<file path="config.mk">
export PLATFORM = sky130hd
export DESIGN_NAME = quadratic_bezier_tessellator_top
export DESIGN_NICKNAME = d
export VERILOG_FILES = /design/src/rtl/qbt_pkg.sv /design/src/rtl/qbt_div.sv /design/src/rtl/qbt_datapath.sv /design/src/rtl/qbt_ctrl.sv /design/src/rtl/quadratic_bezier_tessellator_top.sv
export SDC_FILE = /design/constraint.sdc
export NUM_CORES = 2
export LEC_CHECK = 0
export BUFFER_PORTS_ARGS = -buffer_cell sky130_fd_sc_hd__buf_2
export CAP_MARGIN = 20
export CORE_UTILIZATION = 35
export CTS_CLUSTER_SIZE = 24
export DETAILED_ROUTE_END_ITERATION = 16
export HOLD_SLACK_MARGIN = 0.1
export SLEW_MARGIN = 20
export SYNTH_ARGS = -nofsm -noshare
export SYNTH_HDL_FRONTEND = slang
export SYNTH_SLANG_ARGS = --single-unit
export TNS_END_PERCENT = 10
</file>
<file path="constraint.sdc">
create_clock -name clk -period 17.2 [get_ports clk]
set_input_delay 2.58 -clock clk [delete_from_list [all_inputs] [get_ports clk]]
set_output_delay 2.58 -clock clk [all_outputs]
set_load 0.005 [all_outputs]
</file>
<file path="src/rtl/qbt_pkg.sv">
`timescale 1ns / 1ps
// ----------------------------------------------------------------------------
// qbt_pkg: shared types and constants of the quadratic Bezier tessellator
// Datapath widths, controller states and the command/status bundles.
// ----------------------------------------------------------------------------
package qbt_pkg;

    localparam int DET_W = 6;               // detail count
    localparam int DEN_W = 2 * DET_W;       // detail squared
    localparam int DIV_W = 42;              // first/second difference numerators
    localparam int ACC_W = 44;              // quotient part of the accumulators
    localparam int CNT_W = $clog2(DIV_W);

    localparam logic signed [31:0] S32_MAX = 32'sh7FFFFFFF;
    localparam logic signed [31:0] S32_MIN = 32'sh80000000;

    // value = q * den + r, 0 <= r < den
    typedef struct packed {
        logic signed [ACC_W-1:0] q;
        logic [DEN_W-1:0]        r;
    } qr_t;

    typedef enum logic [2:0] {
        ST_IDLE,
        ST_PREP,
        ST_DIV_GO,
        ST_DIV_WAIT,
        ST_INIT,
        ST_EMIT
    } state_t;

    typedef struct packed {
        logic load_in;
        logic prep;
        logic div_start;
        logic init_acc;
        logic emit;
    } cmd_t;

    typedef struct packed {
        logic div_done;
        logic last_pt;
        logic out_free;
    } sts_t;

endpackage

</file>
<file path="src/rtl/qbt_div.sv">
`timescale 1ns / 1ps
// ----------------------------------------------------------------------------
// qbt_div: iterative signed floor divider
// Restoring division, one quotient bit per cycle, floor quotient and
// non-negative remainder.
// ----------------------------------------------------------------------------
module qbt_div
    import qbt_pkg::*;
(
    input  logic                    clk,
    input  logic                    rst_n,
    input  logic                    start,
    input  logic signed [DIV_W-1:0] dividend,
    input  logic [DEN_W-1:0]        divisor,
    output logic                    done,
    output logic signed [DIV_W-1:0] quot,
    output logic [DEN_W-1:0]        rem
);

    logic                 busy_reg, busy_next;
    logic                 done_reg, done_next;
    logic [CNT_W-1:0]     cnt_reg, cnt_next;
    logic [DIV_W-1:0]     mag_reg, mag_next;
    logic [DEN_W-1:0]     rem_reg, rem_next;
    logic [DEN_W-1:0]     den_reg, den_next;
    logic                 neg_reg, neg_next;
    logic [DEN_W:0]       rem_sh;
    logic                 qbit;

    always_comb
    begin
        rem_sh    = {rem_reg, mag_reg[DIV_W-1]};
        qbit      = (rem_sh >= {1'b0, den_reg});
        busy_next = busy_reg;
        done_next = done_reg;
        cnt_next  = cnt_reg;
        mag_next  = mag_reg;
        rem_next  = rem_reg;
        den_next  = den_reg;
        neg_next  = neg_reg;
        if (start)
        begin
            busy_next = 1'b1;
            done_next = 1'b0;
            cnt_next  = CNT_W'(DIV_W - 1);
            neg_next  = dividend[DIV_W-1];
            mag_next  = dividend[DIV_W-1] ? DIV_W'(-dividend) : DIV_W'(dividend);
            rem_next  = '0;
            den_next  = divisor;
        end
        else if (busy_reg)
        begin
            mag_next = {mag_reg[DIV_W-2:0], qbit};
            rem_next = qbit ? DEN_W'(rem_sh - {1'b0, den_reg}) : rem_sh[DEN_W-1:0];
            cnt_next = cnt_reg - 1'b1;
            if (cnt_reg == '0)
            begin
                busy_next = 1'b0;
                done_next = 1'b1;
            end
        end
    end

    always_ff @(posedge clk or negedge rst_n)
    begin
        if (!rst_n)
        begin
            busy_reg <= 1'b0;
            done_reg <= 1'b0;
            cnt_reg  <= '0;
        end
        else
        begin
            busy_reg <= busy_next;
            done_reg <= done_next;
            cnt_reg  <= cnt_next;
        end
    end

    always_ff @(posedge clk)
    begin
        mag_reg <= mag_next;
        rem_reg <= rem_next;
        den_reg <= den_next;
        neg_reg <= neg_next;
    end

    // floor correction for negative dividends
    always_comb
    begin
        if (neg_reg && rem_reg != '0)
        begin
            quot = $signed(~mag_reg);
            rem  = den_reg - rem_reg;
        end
        else if (neg_reg)
        begin
            quot = $signed(-mag_reg);
            rem  = rem_reg;
        end
        else
        begin
            quot = $signed(mag_reg);
            rem  = rem_reg;
        end
    end

    assign done = done_reg;

    a_rem_below_den: assert property (@(posedge clk) disable iff (!rst_n)
        done_reg |-> (rem < den_reg))
        else $error("divider remainder not below divisor");

    a_done_after_busy: assert property (@(posedge clk) disable iff (!rst_n)
        $rose(done_reg) |-> $past(busy_reg) && !busy_reg)
        else $error("divider done without a running division");

endmodule

</file>
<file path="src/rtl/qbt_datapath.sv">
`timescale 1ns / 1ps
// ----------------------------------------------------------------------------
// qbt_datapath: setup, forward-difference accumulators and output register
// Forms the difference terms, divides them by detail squared and steps the
// exact quotient/remainder accumulators one curve point per command.
// ----------------------------------------------------------------------------
module qbt_datapath
    import qbt_pkg::*;
#(
    parameter int MAX_DETAIL = 63
)
(
    input  logic               clk,
    input  logic               rst_n,
    input  cmd_t               cmd,
    output sts_t               sts,
    input  logic signed [31:0] p0_x,
    input  logic signed [31:0] p0_y,
    input  logic signed [31:0] p1_x,
    input  logic signed [31:0] p1_y,
    input  logic signed [31:0] p2_x,
    input  logic signed [31:0] p2_y,
    input  logic [DET_W-1:0]   detail,
    input  logic               out_stall,
    output logic               out_valid,
    output logic signed [31:0] point_x,
    output logic signed [31:0] point_y,
    output logic               last
);

    function automatic qr_t qr_add(input qr_t u, input qr_t v, input logic [DEN_W-1:0] den);
        logic [DEN_W:0] rs;
        logic           cy;
        qr_t            res;
        rs    = {1'b0, u.r} + {1'b0, v.r};
        cy    = (rs >= {1'b0, den});
        res.r = cy ? DEN_W'(rs - {1'b0, den}) : rs[DEN_W-1:0];
        res.q = u.q + v.q + $signed({{(ACC_W-1){1'b0}}, cy});
        return res;
    endfunction

    // nearest, ties away from zero, saturated
    function automatic logic signed [31:0] qr_round(input qr_t v, input logic [DEN_W-1:0] den);
        logic [DEN_W:0]          r2;
        logic                    up;
        logic signed [ACC_W-1:0] s;
        r2 = {v.r, 1'b0};
        up = v.q[ACC_W-1] ? (r2 > {1'b0, den}) : (r2 >= {1'b0, den});
        s  = v.q + $signed({{(ACC_W-1){1'b0}}, up});
        if (s > ACC_W'(S32_MAX))
            return S32_MAX;
        else if (s < ACC_W'(S32_MIN))
            return S32_MIN;
        else
            return s[31:0];
    endfunction

    logic signed [31:0]      ax_reg, ay_reg, bx_reg, by_reg, cx_reg, cy_reg;
    logic [DET_W-1:0]        d_reg, d_next;
    logic [DEN_W-1:0]        dsq_reg;
    logic signed [DIV_W-1:0] n1x_reg, n1x_next, n2x_reg, n2x_next;
    logic signed [DIV_W-1:0] n1y_reg, n1y_next, n2y_reg, n2y_next;
    logic signed [32:0]      diff_x, diff_y;
    logic signed [33:0]      k_x, k_y;
    logic signed [DIV_W-1:0] m_x, m_y;

    qr_t                     ptx_reg, ptx_next, pty_reg, pty_next;
    qr_t                     d1x_reg, d1x_next, d1y_reg, d1y_next;
    qr_t                     d2x_reg, d2y_reg;
    logic [DET_W-1:0]        i_reg, i_next;

    logic                    out_valid_reg, out_valid_next;
    logic signed [31:0]      point_x_reg, point_y_reg;
    logic                    last_reg;

    logic                    dn_1x, dn_2x, dn_1y, dn_2y;
    logic signed [DIV_W-1:0] q_1x, q_2x, q_1y, q_2y;
    logic [DEN_W-1:0]        r_1x, r_2x, r_1y, r_2y;

    // detail clamp
    always_comb
    begin
        if (detail == '0)
            d_next = DET_W'(1);
        else if (detail > DET_W'(MAX_DETAIL))
            d_next = DET_W'(MAX_DETAIL);
        else
            d_next = detail;
    end

    // num(i) = D*a + i*2d(b-a) + i^2*(a-2b+c), D = d^2
    always_comb
    begin
        diff_x   = 33'(bx_reg) - 33'(ax_reg);
        diff_y   = 33'(by_reg) - 33'(ay_reg);
        k_x      = 34'(ax_reg) + 34'(cx_reg) - (34'(bx_reg) <<< 1);
        k_y      = 34'(ay_reg) + 34'(cy_reg) - (34'(by_reg) <<< 1);
        m_x      = DIV_W'(diff_x) * $signed({1'b0, d_reg, 1'b0});
        m_y      = DIV_W'(diff_y) * $signed({1'b0, d_reg, 1'b0});
        n1x_next = m_x + DIV_W'(k_x);
        n1y_next = m_y + DIV_W'(k_y);
        n2x_next = DIV_W'(k_x) <<< 1;
        n2y_next = DIV_W'(k_y) <<< 1;
    end

    always_ff @(posedge clk)
    begin
        if (cmd.load_in)
        begin
            ax_reg <= p0_x;
            ay_reg <= p0_y;
            bx_reg <= p1_x;
            by_reg <= p1_y;
            cx_reg <= p2_x;
            cy_reg <= p2_y;
            d_reg  <= d_next;
        end
        if (cmd.prep)
        begin
            dsq_reg <= d_reg * d_reg;
            n1x_reg <= n1x_next;
            n1y_reg <= n1y_next;
            n2x_reg <= n2x_next;
            n2y_reg <= n2y_next;
        end
    end

    qbt_div u_div_1x (.clk, .rst_n, .start(cmd.div_start), .dividend(n1x_reg),
                      .divisor(dsq_reg), .done(dn_1x), .quot(q_1x), .rem(r_1x));
    qbt_div u_div_2x (.clk, .rst_n, .start(cmd.div_start), .dividend(n2x_reg),
                      .divisor(dsq_reg), .done(dn_2x), .quot(q_2x), .rem(r_2x));
    qbt_div u_div_1y (.clk, .rst_n, .start(cmd.div_start), .dividend(n1y_reg),
                      .divisor(dsq_reg), .done(dn_1y), .quot(q_1y), .rem(r_1y));
    qbt_div u_div_2y (.clk, .rst_n, .start(cmd.div_start), .dividend(n2y_reg),
                      .divisor(dsq_reg), .done(dn_2y), .quot(q_2y), .rem(r_2y));

    always_comb
    begin
        ptx_next = ptx_reg;
        pty_next = pty_reg;
        d1x_next = d1x_reg;
        d1y_next = d1y_reg;
        i_next   = i_reg;
        if (cmd.init_acc)
        begin
            ptx_next = '{q: ACC_W'(ax_reg), r: '0};
            pty_next = '{q: ACC_W'(ay_reg), r: '0};
            d1x_next = '{q: ACC_W'(q_1x), r: r_1x};
            d1y_next = '{q: ACC_W'(q_1y), r: r_1y};
            i_next   = '0;
        end
        else if (cmd.emit)
        begin
            ptx_next = qr_add(ptx_reg, d1x_reg, dsq_reg);
            pty_next = qr_add(pty_reg, d1y_reg, dsq_reg);
            d1x_next = qr_add(d1x_reg, d2x_reg, dsq_reg);
            d1y_next = qr_add(d1y_reg, d2y_reg, dsq_reg);
            i_next   = i_reg + 1'b1;
        end
    end

    always_ff @(posedge clk)
    begin
        ptx_reg <= ptx_next;
        pty_reg <= pty_next;
        d1x_reg <= d1x_next;
        d1y_reg <= d1y_next;
        i_reg   <= i_next;
        if (cmd.init_acc)
        begin
            d2x_reg <= '{q: ACC_W'(q_2x), r: r_2x};
            d2y_reg <= '{q: ACC_W'(q_2y), r: r_2y};
        end
        if (cmd.emit)
        begin
            point_x_reg <= qr_round(ptx_reg, dsq_reg);
            point_y_reg <= qr_round(pty_reg, dsq_reg);
            last_reg    <= (i_reg == d_reg);
        end
    end

    always_comb
    begin
        if (cmd.emit)
            out_valid_next = 1'b1;
        else if (!out_stall)
            out_valid_next = 1'b0;
        else
            out_valid_next = out_valid_reg;
    end

    always_ff @(posedge clk or negedge rst_n)
    begin
        if (!rst_n)
            out_valid_reg <= 1'b0;
        else
            out_valid_reg <= out_valid_next;
    end

    assign sts.div_done = dn_1x & dn_2x & dn_1y & dn_2y;
    assign sts.last_pt  = (i_reg == d_reg);
    assign sts.out_free = !out_valid_reg || !out_stall;

    assign out_valid = out_valid_reg;
    assign point_x   = point_x_reg;
    assign point_y   = point_y_reg;
    assign last      = last_reg;

    a_first_is_p0: assert property (@(posedge clk) disable iff (!rst_n)
        (cmd.emit && i_reg == '0) |->
            (ptx_reg.q == ACC_W'(ax_reg) && ptx_reg.r == '0 &&
             pty_reg.q == ACC_W'(ay_reg) && pty_reg.r == '0))
        else $error("first point differs from start point");

    a_last_is_p2: assert property (@(posedge clk) disable iff (!rst_n)
        (cmd.emit && sts.last_pt) |->
            (ptx_reg.q == ACC_W'(cx_reg) && ptx_reg.r == '0 &&
             pty_reg.q == ACC_W'(cy_reg) && pty_reg.r == '0))
        else $error("last point differs from end point");

    a_emit_needs_room: assert property (@(posedge clk) disable iff (!rst_n)
        cmd.emit |=> out_valid_reg)
        else $error("emitted point not presented");

endmodule

</file>
<file path="src/rtl/qbt_ctrl.sv">
`timescale 1ns / 1ps
// ----------------------------------------------------------------------------
// qbt_ctrl: segment sequencer
// Accepts a segment, runs setup and division, then steps out one point per
// free output slot until the final point.
// ----------------------------------------------------------------------------
module qbt_ctrl
    import qbt_pkg::*;
(
    input  logic clk,
    input  logic rst_n,
    input  logic in_valid,
    output logic in_stall,
    input  sts_t sts,
    output cmd_t cmd
);

    state_t state_reg, state_next;

    always_comb
    begin
        state_next = state_reg;
        unique case (state_reg)
            ST_IDLE:     if (in_valid) state_next = ST_PREP;
            ST_PREP:     state_next = ST_DIV_GO;
            ST_DIV_GO:   state_next = ST_DIV_WAIT;
            ST_DIV_WAIT: if (sts.div_done) state_next = ST_INIT;
            ST_INIT:     state_next = ST_EMIT;
            ST_EMIT:     if (sts.out_free && sts.last_pt) state_next = ST_IDLE;
            default:     state_next = ST_IDLE;
        endcase
    end

    always_comb
    begin
        cmd      = '0;
        in_stall = 1'b1;
        unique case (state_reg)
            ST_IDLE:
            begin
                in_stall    = 1'b0;
                cmd.load_in = in_valid;
            end
            ST_PREP:     cmd.prep      = 1'b1;
            ST_DIV_GO:   cmd.div_start = 1'b1;
            ST_DIV_WAIT: cmd           = '0;
            ST_INIT:     cmd.init_acc  = 1'b1;
            ST_EMIT:     cmd.emit      = sts.out_free;
            default:     cmd           = '0;
        endcase
    end

    always_ff @(posedge clk or negedge rst_n)
    begin
        if (!rst_n)
            state_reg <= ST_IDLE;
        else
            state_reg <= state_next;
    end

    a_emit_after_div: assert property (@(posedge clk) disable iff (!rst_n)
        (state_reg == ST_INIT || state_reg == ST_EMIT) |-> sts.div_done)
        else $error("points stepped without division results");

endmodule

</file>
<file path="src/rtl/quadratic_bezier_tessellator_top.sv">
`timescale 1ns / 1ps
// ----------------------------------------------------------------------------
// quadratic_bezier_tessellator_top: quadratic Bezier segment to point list
// Input channel: one transaction carries P0, P1, P2 (signed Q16.16) and a
//   detail count d, clamped to 1..MAX_DETAIL (0 acts as 1).
// Output channel: d+1 transactions, point (x, y) at t = i/d for i = 0..d,
//   rounded to nearest (ties away from zero); last marks t = 1.
// Flow: the input transaction is followed by setup, then four signed
//   floor divisions by d^2 that run in parallel at one quotient bit per
//   cycle, then the accumulator setup and the first point.
// Throughput: one point per cycle after that, while the output is not
//   stalled. The input is stalled until the final point has been loaded
//   into the output register.
// Stall: a stalled output holds its point; point generation pauses until
//   the output register is free again.
// Reset: returns to idle, drops the output valid and clears the divider control; no other state.
// ----------------------------------------------------------------------------
module quadratic_bezier_tessellator_top
    import qbt_pkg::*;
#(
    parameter int MAX_DETAIL = 63
)
(
    input  logic               clk,
    input  logic               rst_n,
    input  logic               in_valid,
    output logic               in_stall,
    input  logic signed [31:0] p0_x,
    input  logic signed [31:0] p0_y,
    input  logic signed [31:0] p1_x,
    input  logic signed [31:0] p1_y,
    input  logic signed [31:0] p2_x,
    input  logic signed [31:0] p2_y,
    input  logic [DET_W-1:0]   detail,
    output logic               out_valid,
    input  logic               out_stall,
    output logic signed [31:0] point_x,
    output logic signed [31:0] point_y,
    output logic               last
);

    cmd_t cmd;
    sts_t sts;

    qbt_ctrl u_ctrl (
        .clk,
        .rst_n,
        .in_valid,
        .in_stall,
        .sts,
        .cmd
    );

    qbt_datapath #(
        .MAX_DETAIL(MAX_DETAIL)
    ) u_datapath (
        .clk,
        .rst_n,
        .cmd,
        .sts,
        .p0_x,
        .p0_y,
        .p1_x,
        .p1_y,
        .p2_x,
        .p2_y,
        .detail,
        .out_stall,
        .out_valid,
        .point_x,
        .point_y,
        .last
    );

endmodule

</file>
==> flow_summary.json <==
{
  "detail_route.wl_per_cell_um": 20.3,
  "grt.overflow.total": 0,
  "synth_sequential_area_ratio_pct": 34.1,
  "routed-via-count": 68599,
  "fin_crit_sh_pct": 59.8,
  "post_synth_main_area_contributors": "sky130_fd_sc_hd__edfxtp_1, sky130_fd_sc_hd__ha_1, sky130_fd_sc_hd__fa_1",
  "asr_flop_ratio_synth_pct": 3.50,
  "groute.usage.overall_pct": 20.0,
  "worst-path-max-fanout": 6,
  "critPathLaunchType": "flop",
  "totalNegativeSetupSlack_ns": 0,
  "critical-path-max-stage-delay_ns": 0.67,
  "placementRows": 183,
  "postRouteWirelength_um": 260000,
  "drt_first_pass_iters": 6,
  "maxSlewHeadroom_pct": 19.0,
  "hold_path.startpoint": "u_datapath.ptx_reg[4]",
  "final_core_utilization_pct": 39.0,
  "area_growth_syn_to_layout_pct": 10.5,
  "starting_density_of_the_core_pct": 35.3,
  "worst_hold_path_type": "reg -> reg",
  "core-area_um2": 249000,
  "average_vias_per_placed_instance": 5.36,
  "io_buffer_count": 268,
  "vias_in_the_first_global_route": 66595,
  "crit_arrival_ns": 10.80,
  "synth_area_per_cell_um2": 9.56,
  "r2r_cells": 41,
  "worst_setup_slack_for_register_to_register_paths_ns": 6.92,
  "die_y_um": 503,
  "power_leakage_nw": 40.7,
  "clock_latency_ns": 0.78,
  "timing.max_cap.violations": 0,
  "whs_path_depth": 2,
  "numCtsBuffers": 120,
  "grt_max_degree": 158,
  "syn_area_um2": 87800,
  "fin_area_um2": 97000,
  "timing.critical_path.to_type": "flop",
  "crit-reg2reg-capture": "u_datapath.n1y_reg[38]",
  "i_o_pin_count": 269,
  "postCtsSetupRepairBufs": 0,
  "startpoint_of_the_most_critical_register_to_register_path": "u_datapath.ay_reg[0]",
  "drt_drc_violations_left": 0,
  "place_hpwl_um": 205000,
  "required_ns": 17.72,
  "synth.yosys.warnings": 0,
  "worstMarginPinSlew_ns": 1.20,
  "ant_nets": 0,
  "detailedRoute.firstIterationViolations": 5181,
  "clk_root_buf": "sky130_fd_sc_hd__clkbuf_16",
  "outcome": "finished, final reports clean",
  "final_cells": 12801,
  "post_dp_cell_area_um2": 92800,
  "max_freq_mhz": 97.3,
  "drive_above_1_share_pct": 6.80,
  "clkSinkCount": 1029,
  "cts_tree": "built",
  "area_share_of_the_leading_cell_type_in_the_synthesized_netlist_pct": 31.3,
  "die-area_um2": 253000,
  "clk_transition_reported_paths_ns": 0.06,
  "leading_register_cell_type_out_of_synthesis": "sky130_fd_sc_hd__edfxtp_1",
  "timing.setup.critical_path_class": "reg -> reg",
  "report.power.total_mw": 9.03,
  "antenna_violations_before_repair": 19,
  "synth.distinct_cells": 93,
  "minimum_period_implied_by_the_final_worst_setup_slack_ns": 10.28,
  "slowest_cell_on_the_critical_path": "sky130_fd_sc_hd__o41ai_1",
  "finalSetupViolCount": 0,
  "synth_top_area_cell": "sky130_fd_sc_hd__edfxtp_1",
  "ys_ff_latch": 1029,
  "synth-edff-count": 915,
  "hold_viol": 0,
  "setup_repair_after_global_routing_missed_its_margin": "no",
  "htree_num_levels": 3,
  "power.ir.vdd_worst_mv": 0.0884,
  "cts-resized-gates": 0,
  "die-width_um": 503,
  "syn_nets": 10525,
  "finalMaxSlewViolations": 0,
  "grt_pass1_wl_um": 393000,
  "min_to": "u_datapath.ptx_reg[4]",
  "syn_inst": 9185,
  "nNetsFinal": 10701,
  "holdBufCountCts": 0,
  "gp_congestion": 0.942,
  "clock_tree.buffer_depth": 3,
  "clock_skew_ns": 0.0581,
  "dp_cells": 12568,
  "powerDensity_nw_per_um2": 93.1
}
[through the flow]
stage	hold WS [ns]	worst slack [ns]
3_5_place_dp	0.484	7.02
2_1_floorplan	0.424	4.12
4_1_cts	0.491	6.99
5_1_grt	0.527	6.16
3_3_place_gp	0.466	7.24
6_report	0.489	6.92
[cells in the mapped netlist (all sizes together), types with 25 or more instances]
library cell  instances
a211oi               68
a21o                308
a21oi               646
a31oi                64
and2                311
and3                 63
clkbuf              256
dfrtp                36
dfxtp                78
edfxtp              915
fa                  358
ha                  780
inv                 864
mux2i                71
nand2               691
nand2b              117
nand3               172
nand4                85
nor2                408
nor2b               139
nor3                124
nor4                 41
o211ai               29
o21a                 88
o21ai               725
o21bai               89
o22ai                61
o31ai               111
o41ai                54
or2                  25
or3                  83
or4                  68
xnor2               560
xor2                408
[worst max path at each step]
stage	from	to	slack, ns	depth (start not counted)
after floorplan	u_ctrl.state_reg[2]	u_datapath.dsq_reg[0]	4.12	2
after global placement	u_datapath.bx_reg[0]	u_datapath.n1x_reg[41]	7.24	42
after detailed placement	u_datapath.ay_reg[0]	u_datapath.n1y_reg[38]	7.02	41
after CTS	u_datapath.ay_reg[0]	u_datapath.n1y_reg[38]	6.99	41
after global routing	u_datapath.ay_reg[0]	u_datapath.n1y_reg[38]	6.16	41
final	u_datapath.ay_reg[0]	u_datapath.n1y_reg[38]	6.92	41
[report_power, final]
group          switching [mW]  leakage [nW]  internal [mW]
sequential              0.479          9.45           3.25
combinational            1.49          29.3           1.14
clock                    1.11          1.99           1.56
[layout by cell type, fill, tap and decap left out, types with 34 or more instances in the layout]
cell type,n
sky130_fd_sc_hd__edfxtp_1,915
sky130_fd_sc_hd__inv_1,862
sky130_fd_sc_hd__ha_1,780
sky130_fd_sc_hd__o21ai_0,719
sky130_fd_sc_hd__nand2_1,688
sky130_fd_sc_hd__a21oi_1,646
sky130_fd_sc_hd__xnor2_1,559
sky130_fd_sc_hd__xor2_1,408
sky130_fd_sc_hd__nor2_1,407
sky130_fd_sc_hd__fa_1,358
sky130_fd_sc_hd__a21o_1,308
sky130_fd_sc_hd__and2_1,307
sky130_fd_sc_hd__buf_2,268
sky130_fd_sc_hd__nand3_1,170
sky130_fd_sc_hd__nor2b_1,139
sky130_fd_sc_hd__nor3_1,123
sky130_fd_sc_hd__clkbuf_16,123
sky130_fd_sc_hd__nand2b_1,113
sky130_fd_sc_hd__o31ai_1,103
sky130_fd_sc_hd__o21bai_1,89
sky130_fd_sc_hd__o21a_1,88
sky130_fd_sc_hd__nand4_1,85
sky130_fd_sc_hd__dfxtp_1,78
sky130_fd_sc_hd__or3_1,74
sky130_fd_sc_hd__mux2i_1,71
sky130_fd_sc_hd__a211oi_1,68
sky130_fd_sc_hd__a31oi_1,63
sky130_fd_sc_hd__and3_1,63
sky130_fd_sc_hd__buf_4,63
sky130_fd_sc_hd__or4_1,62
sky130_fd_sc_hd__o22ai_1,61
sky130_fd_sc_hd__o41ai_1,51
sky130_fd_sc_hd__dfrtp_1,36
sky130_fd_sc_hd__nor4_1,34
[critical path, delay by kind of cell, from the launching register on]
| family | cells | cell delay [ns] |
|---|---|---|
| AOI/OAI and AO/OA | 19 | 4.44 |
| xor gates and xnor gates | 3 | 0.67 |
| adders and majority gates | 8 | 3.31 |
| DFF | 1 | 0.43 |
| and+or+nand+nor | 9 | 1.03 |
| buffers and inverters | 2 | 0.10 |
[routing by layer]
metal / part of all wire [%] / global-route usage (%)
met2: 43 / 30.8
met5: 0.016 / 0
met4: 2.9 / 6.35
met1: 47 / 28.9
met3: 6.2 / 2.70
[cell type report]
class	instances	area [um2]
Tap cell	3330	4170
Antenna cell	5	12.5
Clock inverter	77	861
Fill cell	24553	152000
Multi-Input combinational cell	7011	53600
Timing Repair Buffer	333	1850
Inverter	866	3270
Clock buffer	150	3240
Sequential cell	1029	29900
[cell families after synthesis]
| group | count (synthesis) | share of synthesized area, % |
|---|---|---|
| simple gates | 2390 | 13.9 |
| compound gates | 2433 | 17.2 |
| flops | 1029 | 34.1 |
| mux | 82 | 0.951 |
| fa+ha+maj | 1138 | 19.3 |
| buf+inv | 1145 | 4.90 |
| xor+xnor | 968 | 9.66 |
No activity file was read; power rests on OpenSTA's default activity.
